`src/hw/rtl/isl_pkg.sv`:
```
// Package: shared types, codes and constants of the indexed sequence list.
`timescale 1ns / 1ps

package isl_pkg;

  localparam int unsigned DEF_CAPACITY = 16;
  localparam int unsigned OP_W         = 3;
  localparam int unsigned POS_W        = 5;
  localparam int unsigned WORD_W       = 32;
  localparam int unsigned STATUS_W     = 2;
  localparam int unsigned COUNT_OUT_W  = 5;

  typedef enum logic [OP_W-1:0] {
    OP_APPEND    = 3'd0,
    OP_DROP_TAIL = 3'd1,
    OP_PREPEND   = 3'd2,
    OP_DROP_HEAD = 3'd3,
    OP_REMOVE_AT = 3'd4,
    OP_INSERT_AT = 3'd5,
    OP_READ_AT   = 3'd6
  } op_e;

  typedef enum logic [STATUS_W-1:0] {
    ST_OK     = 2'd0,
    ST_BOUNDS = 2'd1,
    ST_FULL   = 2'd2
  } status_e;

  typedef struct packed {
    logic [OP_W-1:0]          op;
    logic [POS_W-1:0]         position;
    logic signed [WORD_W-1:0] value;
  } in_item_t;

  typedef struct packed {
    logic signed [WORD_W-1:0] read_value;
    logic [STATUS_W-1:0]      status;
    logic [COUNT_OUT_W-1:0]   entry_count;
  } out_item_t;

endpackage

```
`src/hw/rtl/isl_stream_if.sv`:
```
// Interface: valid/ready stream channel carrying one payload beat.
`timescale 1ns / 1ps

interface isl_stream_if #(
  parameter type T = logic
);
  logic valid;
  logic ready;
  T     payload;

  modport source (output valid, output payload, input ready);
  modport sink   (input valid, input payload, output ready);
endinterface

```
`src/hw/rtl/indexed_sequence_list.sv`:
```
// Top level: indexed sequence list with a row of shifting entry cells.
//
//  channel | dir | payload                               | beat taken when
//  in_i    | in  | op, position, value                   | valid & ready
//  out_o   | out | read_value, status, entry_count       | valid & ready
//
// One operation per cycle while out_o does not stall: a beat lands in the input
// register, is then applied to the entry row (each cell compares its index with
// the slot and shifts) and the result is registered.
// Reset clears the held count and both valid flags; entries are not cleared.
// A stalled result holds; the input register still drains when out_o frees.
`timescale 1ns / 1ps

module indexed_sequence_list #(
  parameter int unsigned CAPACITY = isl_pkg::DEF_CAPACITY
) (
  input  logic                clk_i,
  input  logic                rst_ni,
  isl_stream_if.sink          in_i,
  isl_stream_if.source        out_o
);

  localparam int unsigned CNT_W = $clog2(CAPACITY + 1);
  localparam int unsigned CMP_W = ((CNT_W > isl_pkg::POS_W) ? CNT_W : isl_pkg::POS_W) + 1;
  localparam int unsigned W     = isl_pkg::WORD_W;

  // input register
  logic              s1_valid_q;
  isl_pkg::in_item_t s1_q;
  // result register
  logic               out_valid_q;
  isl_pkg::out_item_t res_q, res_d;
  // state
  logic [CNT_W-1:0]    cnt_q, cnt_d;
  logic signed [W-1:0] ent_q [CAPACITY];

  logic adv;
  logic in_beat;
  logic in_ready;

  assign adv      = s1_valid_q && (!out_valid_q || out_o.ready);
  assign in_ready = !s1_valid_q || adv;
  assign in_i.ready = in_ready;
  assign in_beat    = in_i.valid && in_ready;

  assign out_o.valid   = out_valid_q;
  assign out_o.payload = res_q;

  always_ff @(posedge clk_i or negedge rst_ni) begin
    if (!rst_ni) begin
      s1_valid_q  <= 1'b0;
      out_valid_q <= 1'b0;
      cnt_q       <= '0;
    end else begin
      if (in_ready) begin
        s1_valid_q <= in_i.valid;
      end
      if (adv) begin
        out_valid_q <= 1'b1;
        cnt_q       <= cnt_d;
      end else if (out_o.ready) begin
        out_valid_q <= 1'b0;
      end
    end
  end

  always_ff @(posedge clk_i) begin
    if (in_beat) begin
      s1_q <= in_i.payload;
    end
    if (adv) begin
      res_q <= res_d;
    end
  end

  // operation decode
  logic [CMP_W-1:0]    pos_w, cnt_w, slot;
  logic                do_ins, do_rem, full, empty, pos_bad;
  logic signed [W-1:0] rd_sel;
  isl_pkg::status_e    st;
  logic signed [W-1:0] rd;

  always_comb begin
    rd_sel = '0;
    for (int i = 0; i < int'(CAPACITY); i++) begin
      if (CMP_W'(i) == pos_w - CMP_W'(1)) begin
        rd_sel = ent_q[i];
      end
    end
  end

  always_comb begin
    pos_w   = CMP_W'(s1_q.position);
    cnt_w   = CMP_W'(cnt_q);
    full    = (cnt_q == CNT_W'(CAPACITY));
    empty   = (cnt_q == '0);
    pos_bad = (pos_w == '0) || (pos_w > cnt_w);
    slot    = '0;
    do_ins  = 1'b0;
    do_rem  = 1'b0;
    st      = isl_pkg::ST_OK;
    rd      = '0;
    cnt_d   = cnt_q;
    case (isl_pkg::op_e'(s1_q.op))
      isl_pkg::OP_APPEND: begin
        if (full) st = isl_pkg::ST_FULL;
        else begin
          do_ins = 1'b1;
          slot   = cnt_w;
        end
      end
      isl_pkg::OP_DROP_TAIL: begin
        if (empty) st = isl_pkg::ST_BOUNDS;
        else cnt_d = cnt_q - CNT_W'(1);
      end
      isl_pkg::OP_PREPEND: begin
        if (full) st = isl_pkg::ST_FULL;
        else do_ins = 1'b1;
      end
      isl_pkg::OP_DROP_HEAD: begin
        if (empty) st = isl_pkg::ST_BOUNDS;
        else do_rem = 1'b1;
      end
      isl_pkg::OP_REMOVE_AT: begin
        if (pos_bad) st = isl_pkg::ST_BOUNDS;
        else begin
          do_rem = 1'b1;
          slot   = pos_w - CMP_W'(1);
        end
      end
      isl_pkg::OP_INSERT_AT: begin
        // insert may land one past the tail
        if ((pos_w == '0) || (pos_w > cnt_w + CMP_W'(1))) st = isl_pkg::ST_BOUNDS;
        else if (full) st = isl_pkg::ST_FULL;
        else begin
          do_ins = 1'b1;
          slot   = pos_w - CMP_W'(1);
        end
      end
      isl_pkg::OP_READ_AT: begin
        if (pos_bad) begin
          st = isl_pkg::ST_BOUNDS;
          rd = '1;
        end else begin
          rd = rd_sel;
        end
      end
      default: ;
    endcase
    if (do_ins) cnt_d = cnt_q + CNT_W'(1);
    if (do_rem) cnt_d = cnt_q - CNT_W'(1);

    res_d.read_value  = rd;
    res_d.status      = st;
    res_d.entry_count = isl_pkg::COUNT_OUT_W'(cnt_d);
  end

  // row of entry cells: each compares its index with the slot and shifts
  for (genvar g = 0; g < int'(CAPACITY); g++) begin : g_cell
    logic signed [W-1:0] from_left, from_right;
    if (g == 0) begin : g_first
      assign from_left = s1_q.value;
    end else begin : g_mid
      assign from_left = ent_q[g-1];
    end
    if (g == int'(CAPACITY) - 1) begin : g_last
      assign from_right = ent_q[g];
    end else begin : g_inner
      assign from_right = ent_q[g+1];
    end

    always_ff @(posedge clk_i) begin
      if (adv) begin
        if (do_ins) begin
          if (CMP_W'(g) == slot) ent_q[g] <= s1_q.value;
          else if (CMP_W'(g) > slot) ent_q[g] <= from_left;
        end else if (do_rem && (CMP_W'(g) >= slot)) begin
          ent_q[g] <= from_right;
        end
      end
    end
  end

  // checks
  a_count_range: assert property (@(posedge clk_i) disable iff (!rst_ni)
    cnt_q <= CNT_W'(CAPACITY))
    else $error("held count beyond capacity");

  a_count_still: assert property (@(posedge clk_i) disable iff (!rst_ni)
    !adv |=> $stable(cnt_q))
    else $error("held count moved without an operation");

  a_full_status: assert property (@(posedge clk_i) disable iff (!rst_ni)
    (out_valid_q && (res_q.status == isl_pkg::ST_FULL)) |->
      (res_q.entry_count == isl_pkg::COUNT_OUT_W'(CAPACITY)))
    else $error("full status reported below capacity");

endmodule

```
`src/flat_wrapper.sv`:
```
// flat-port wrapper written by rule: the top's interface ports become plain ports
module indexed_sequence_list_flat 
#(
  parameter int unsigned CAPACITY = isl_pkg::DEF_CAPACITY
)
  (clk_i, rst_ni, in_i_valid, in_i_payload, in_i_ready, out_o_valid, out_o_payload, out_o_ready);
  isl_stream_if #(.T(isl_pkg::in_item_t)) in_i_i ();
  isl_stream_if #(.T(isl_pkg::out_item_t)) out_o_i ();
  input  logic clk_i;
  input  logic rst_ni;
  input wire logic [$bits(in_i_i.valid)-1:0] in_i_valid;
  input wire logic [$bits(in_i_i.payload)-1:0] in_i_payload;
  output wire logic [$bits(in_i_i.ready)-1:0] in_i_ready;
  output wire logic [$bits(out_o_i.valid)-1:0] out_o_valid;
  output wire logic [$bits(out_o_i.payload)-1:0] out_o_payload;
  input wire logic [$bits(out_o_i.ready)-1:0] out_o_ready;
  assign in_i_i.valid = in_i_valid;
  assign in_i_i.payload = in_i_payload;
  assign in_i_ready = in_i_i.ready;
  assign out_o_valid = out_o_i.valid;
  assign out_o_payload = out_o_i.payload;
  assign out_o_i.ready = out_o_ready;
  indexed_sequence_list #(.CAPACITY(CAPACITY)) u_core (.clk_i(clk_i), .rst_ni(rst_ni), .in_i(in_i_i), .out_o(out_o_i));
endmodule
```
`config.mk`:
```
export PLATFORM = sky130hd
export DESIGN_NAME = indexed_sequence_list_flat
export DESIGN_NICKNAME = d
export VERILOG_FILES = /design/src/hw/rtl/isl_pkg.sv /design/src/hw/rtl/isl_stream_if.sv /design/src/hw/rtl/indexed_sequence_list.sv /design/src/flat_wrapper.sv
export SDC_FILE = /design/constraint.sdc
export NUM_CORES = 1
export LEC_CHECK = 0
export BUFFER_PORTS_ARGS = -buffer_cell sky130_fd_sc_hd__buf_4
export CAP_MARGIN = 0
export CORE_ASPECT_RATIO = 0.6
export CORE_MARGIN = 2
export CORE_UTILIZATION = 29
export DETAILED_ROUTE_END_ITERATION = 10
export PLACE_DENSITY_LB_ADDON = 0.25
export SKIP_CTS_REPAIR_TIMING = 1
export SLEW_MARGIN = 15
export SYNTH_ARGS = -nofsm -noshare
export SYNTH_HDL_FRONTEND = slang
export SYNTH_SLANG_ARGS = --single-unit
```
`constraint.sdc`:
```
create_clock -name clk_i -period 13.6 [get_ports clk_i]
set_input_delay 2.72 -clock clk_i [delete_from_list [all_inputs] [get_ports clk_i]]
set_output_delay 2.72 -clock clk_i [all_outputs]
set_load 0.01 [all_outputs]
```
* Yosys cells after proc, flatten, opt, wreduce, memory -nomap -nowiden
Memory sizes are Yosys's and may differ from the RTL's.
Index checks and enable logic that the tools add are counted.
** Operators by class
- Multiplexer cells :: 279
- Add/subtract/negate cells :: 4
- Reduce and logical (&&, ||, !) cells :: 33
- Eq/ne operators :: 37
- Bitwise logic cells :: 32
- Magnitude comparators :: 34
** Operators with widths (number)
- two-way mux 32 bit :: 49
- two-way mux 1 bit :: 216
- equality test 4 x 6 -> 1 bit (first input constant) :: 16
- equality test 3 x 6 -> 1 bit (first input constant) :: 8
- >= comparator 4 x 6 -> 1 bit (first input constant) :: 8
- greater-than comparator 4 x 6 -> 1 bit (first input constant) :: 8
- bitwise OR 1 bit :: 32
- two-way mux 5 bit :: 5
- equality test 2 x 6 -> 1 bit (first input constant) :: 4
- >= comparator 3 x 6 -> 1 bit (first input constant) :: 4
- greater-than comparator 3 x 6 -> 1 bit (first input constant) :: 4
- logical AND 1 bit :: 18
- two-way mux 6 bit :: 3
- one-hot mux 6 bit (3 select lines) :: 1
- equality test 1 x 6 -> 1 bit (first input constant) :: 2
- >= comparator 1 x 6 -> 1 bit (first input constant) :: 2
- >= comparator 2 x 6 -> 1 bit (first input constant) :: 2
- greater-than comparator 1 x 6 -> 1 bit (first input constant) :: 2
- greater-than comparator 2 x 6 -> 1 bit (first input constant) :: 2
- zero test 6 bit :: 2
- zero test 5 bit :: 2
- equality test 3 bit (second input constant) :: 3
- one-hot mux 2 bit (4 select lines) :: 1
- adder 5 x 1 -> 6 bit (second input constant) :: 1
- other kinds (15) :: 24
** Storage, ports and cells
- Memories kept :: 1
- Logic and storage cells :: 429
- Output and inout port bits :: 41
- Memory bits (writable) :: 512
- Flip-flop bits (word level) :: 86
- Bits of input ports :: 44
** Memory list
- u_core.ent_q :: words 16, bits a word 32, read ports 16, clocked after memory_dff 0, write ports 16, RTL line indexed_sequence_list.sv:35 : logic signed [W-1:0] ent_q [CAPACITY];

* Depth between registers and ports, before layout
- Word-level depth :: 19
- Mapped depth :: 17
- Depth with buffers taken out :: 13

* Worst setup path after synthesis
OpenSTA, ideal clock, no wires.
- Kind :: input -> register
- From :: in out_o_ready
- To :: mem u_core.ent_q[0][64] (netlist name) (enable)
- Library setup time :: 0.466 ns
- Cell stages on the path :: 8
- Path slack :: 6.948 ns
- Arrival time :: 6.187 ns
- Buffers on the path :: 1
- Required time :: 13.134 ns
- Path through :: nand2b_1 nand2_1 a31oi_1 o2111ai_2 inv_2 nand3_2 buf_2 o21ai_0
** RTL lines
- start: declaration :: RTL line flat_wrapper.sv:16 : input wire logic [$bits(out_o_i.ready)-1:0] out_o_ready;
- end: declaration :: RTL line indexed_sequence_list.sv:35

* Worst setup path after layout
- From :: in out_o_ready
- To :: out in_i_ready
** Between the ends
- Longest elaborated chain between the ends :: 3
** Ends and longest elaborated chain
- logical OR 1 bit :: RTL line indexed_sequence_list.sv:41 : assign adv = s1_valid_q && (!out_valid_q || out_o.ready);
- logical AND 1 bit :: RTL line indexed_sequence_list.sv:41
- logical OR 1 bit :: RTL line indexed_sequence_list.sv:42 : assign in_ready = !s1_valid_q || adv;
- end: declaration :: RTL line flat_wrapper.sv:13 : output wire logic [$bits(in_i_i.ready)-1:0] in_i_ready;
No other way between the ends.

==> summary.txt <==
Route
  • DRC viols: 0
  • Vias per cell: 6.025
  • Post-Route WL: 134800 um
  • Wire length on met2: 53460 um
  • Top sig layer: met4
  • ANT nets after route: 0
  • Wirelength per Cell: 28.09 um
  • Routed wl met3: 13920 um
  • Metal1 wirelength: 64880 um
  • Via count: 28.91k
  • Initial DRC Count: 4016
  • 1st-pass router iterations: 5

CTS
  • CTS Sinks: 598
  • TritonCTS clock tree: done
  • Clock-pin slew on the worst setup and hold paths: 0.06 ns
  • Worst skew pair latency: 0.69 ns
  • CTS Buf Count: 61
  • Root buffer cell: clkbuf_16
  • H-tree level count: 2
  • CTS Buffer Depth: 3

Synthesis
  • Ys async rst share: 1.171%
  • Seq/Total Area, Yosys: 51.67%
  • Synthesized area: 34680 um2
  • Synth Flop Type: edfxtp_1
  • Post-Syn Nets: 3226
  • YS warnings: 0
  • EDFF count, synth: 591
  • Yosys cell types: 95
  • Avg Cell Area, Syn: 10.96 um2
  • Cell count after synthesis: 3165
  • Yosys reg bits: 598

STA
  • Final hold viol count: 0
  • Final period util: 43.40%
  • Max_slew headroom: 11.38%
  • Worst Clk Skew: 0.02760 ns
  • FMAX: 0.1694 GHz
  • Setup-failing EPs final: 0
  • Final Slew Violations: 0
  • Worst slew pin tran: 1.315 ns
  • Setup total negative slack: 0 ns
  • Unrepaired setup endpoints after global routing: false
  • Min Tclk post-route: 5.902 ns

Layout
  • Final Net Count: 3208
  • Final non-filler cell total: 4798
  • Area growth, synth to finish: 12.63%
  • Commonest non-fill, non-tap cell in the layout: edfxtp_1
  • Layout cells sized above 1: 15.86%
  • Most frequent cells in the layout: edfxtp_1, nand2_1, mux2i_1, a21oi_1, buf_4
  • Fin util: 32.88%

Outcome
  • Status: completed

Critical path
  • R2R depth: 10
  • R2r endpoint: u_core.out_o.payload[25]
  • RR Startpoint: u_core.pos_w[0]
  • Register-to-Register Setup Slack: 8.04 ns
  • Kind of end point of the critical path: output port
  • Crit path max fanout: 3
  • CP startpoint kind: input pin
  • WP data required: 10.88 ns
  • Crit path launch: out_o_ready
  • Critical Path AT: 3.18 ns
  • Critical path type: in -> out

Power
  • Switching Share: 35.53%
  • NetSw: 2.202 mW
  • Max IR drop VDD: 0.1047 mV
  • Internal power: 3.995 mW
  • Leak: 12.82 nW
  • Seq pwr share: 44.1%
  • Pwr Density: 158.7 nW/um2
  • Clk pwr share: 27.6%
  • Comb pwr share: 28.3%

Placed design
  • Hpwl dp: 91840 um
  • GPL Wtd Cong: 0.8958
  • Placed insts: 4683
  • Port Buf Inserts: 84

Worst hold path
  • Hold Crit Start: u_core.s1_valid_q
  • Type of the worst min-delay path: reg -> reg
  • Hold path depth: 1
  • WHS Endpoint: u_core.out_o.valid

Global route
  • Grt ovf: 0
  • Largest net degree at the start of global routing: 68
  • Number of global-route vias before repair: 27.01k
  • First-pass GRT wire length: 195900 um
  • Initial antenna violation count: 1
  • Tot GR Track Use: 21.31%

Die
  • Starting Density: 29.19%
  • Full die area: 122500 um2
  • Top Ports: 85
  • Core ar.: 118800 um2
  • Die width: 450.5 um
  • Row Count: 98
  • Die H: 271.9 um

Job
  • MaxCap Viol Count: 0
-- worst max-delay path, stage by stage --
cell and delay [ns]:
buf_4 0.11, nand3b_1 0.18, buf_4 0.17
-- cell usage after synthesis, types with 19 or more instances --
| cell type | instances | area, um2 |
|---|---|---|
| o221ai_1 | 35 | 306.5 |
| a22oi_1 | 29 | 217.7 |
| mux2_2 | 132 | 1486 |
| clkbuf_1 | 171 | 641.9 |
| nand3_1 | 25 | 125.1 |
| edfxtp_1 | 591 | 17750 |
| o211ai_1 | 19 | 142.6 |
| buf_4 | 27 | 202.7 |
| and3_1 | 35 | 219.0 |
| o21ai_1 | 133 | 665.6 |
| mux2i_1 | 290 | 2903 |
| o21ai_0 | 194 | 970.9 |
| buf_2 | 59 | 295.3 |
| a221o_1 | 72 | 720.7 |
| a21oi_1 | 222 | 1111 |
| o22ai_1 | 40 | 250.2 |
| nor3_1 | 93 | 465.5 |
| a221oi_1 | 39 | 341.6 |
| nand2_1 | 311 | 1167 |
| nor2_1 | 189 | 709.4 |
| a31oi_1 | 74 | 462.9 |
| a2bb2oi_1 | 97 | 849.6 |
-- power groups by stage --
stage	sequential [mW]	clock [mW]	combinational, mW
2_1_floorplan	2.65	0	1.16
3_3_place_gp	2.77	0	1.70
3_5_place_dp	2.76	0	1.72
4_1_cts	2.72	1.74	1.73
5_1_grt	2.76	1.81	1.88
6_report	2.73	1.71	1.75
-- logic make-up after synthesis --
group / count (synthesis) / synth area share, %
and+or+nand+nor: 735 / 9.675
adders and majority gates: 17 / 0.6132
muxes: 422 / 12.65
DFF: 598 / 51.67
buffers and inverters: 301 / 4.105
xor gates and xnor gates: 7 / 0.1768
AOI/OAI and AO/OA: 1085 / 21.10
-- routing by layer --
metal / vias to the layer above / global-route usage [%]
li1: 12400 / -
met1: 14668 / 34.17
met2: 1670 / 28.70
met3: 170 / 4.329
met4: 0 / 4.424
met5: - / 0
-- cell type report --
class,instances,area [um2]
timing repair buffer,203,1536
multi-input combinational,2266,15660
tap,1600,2002
clock buffer,85,1637
antenna,1,2.502
clock inverter,28,244.0
inverter,17,66.31
fill,12038,79750
sequential,598,17920
-- worst max-delay path by stage --
stage / endpoint / slack, ns / depth (start not counted)
floorplan: u_core.ent_q[0][64] / 6.95 / 8
global placement: u_core.ent_q[0][90] / 7.31 / 9
detailed placement: u_core.ent_q[0][93] / 7.25 / 9
CTS: in_i_ready / 7.70 / 3
global route: u_core.ent_q[0][93] / 7.65 / 9
finish: in_i_ready / 7.70 / 3
-- through the flow --
stage | worst slack, ns | total power, mW | instance area (um2) | hold slack [ns]
final | 7.698 | 6.198 | 39070 | 0.4870
after global routing | 7.650 | 6.459 | 39060 | 0.5326
after CTS | 7.696 | 6.196 | 39040 | 0.4926
after detailed placement | 7.253 | 4.483 | 37160 | 0.4895
after global placement | 7.305 | 4.471 | 37160 | 0.4834
after floorplan | 6.948 | 3.804 | 34680 | 0.4569
-- state kept, by name, indices dropped and copies added, names as in the netlist --
signal                   flops
u_core.s1_q                  3
u_core.g_cell.from_left     32
u_core.pos_w                 5
u_core.out_o.payload        39
u_core.cnt_q                 5
u_core.ent_q               512
u_core.s1_valid_q            1
u_core.out_o.valid           1
Power figures use the tool's default switching activity.
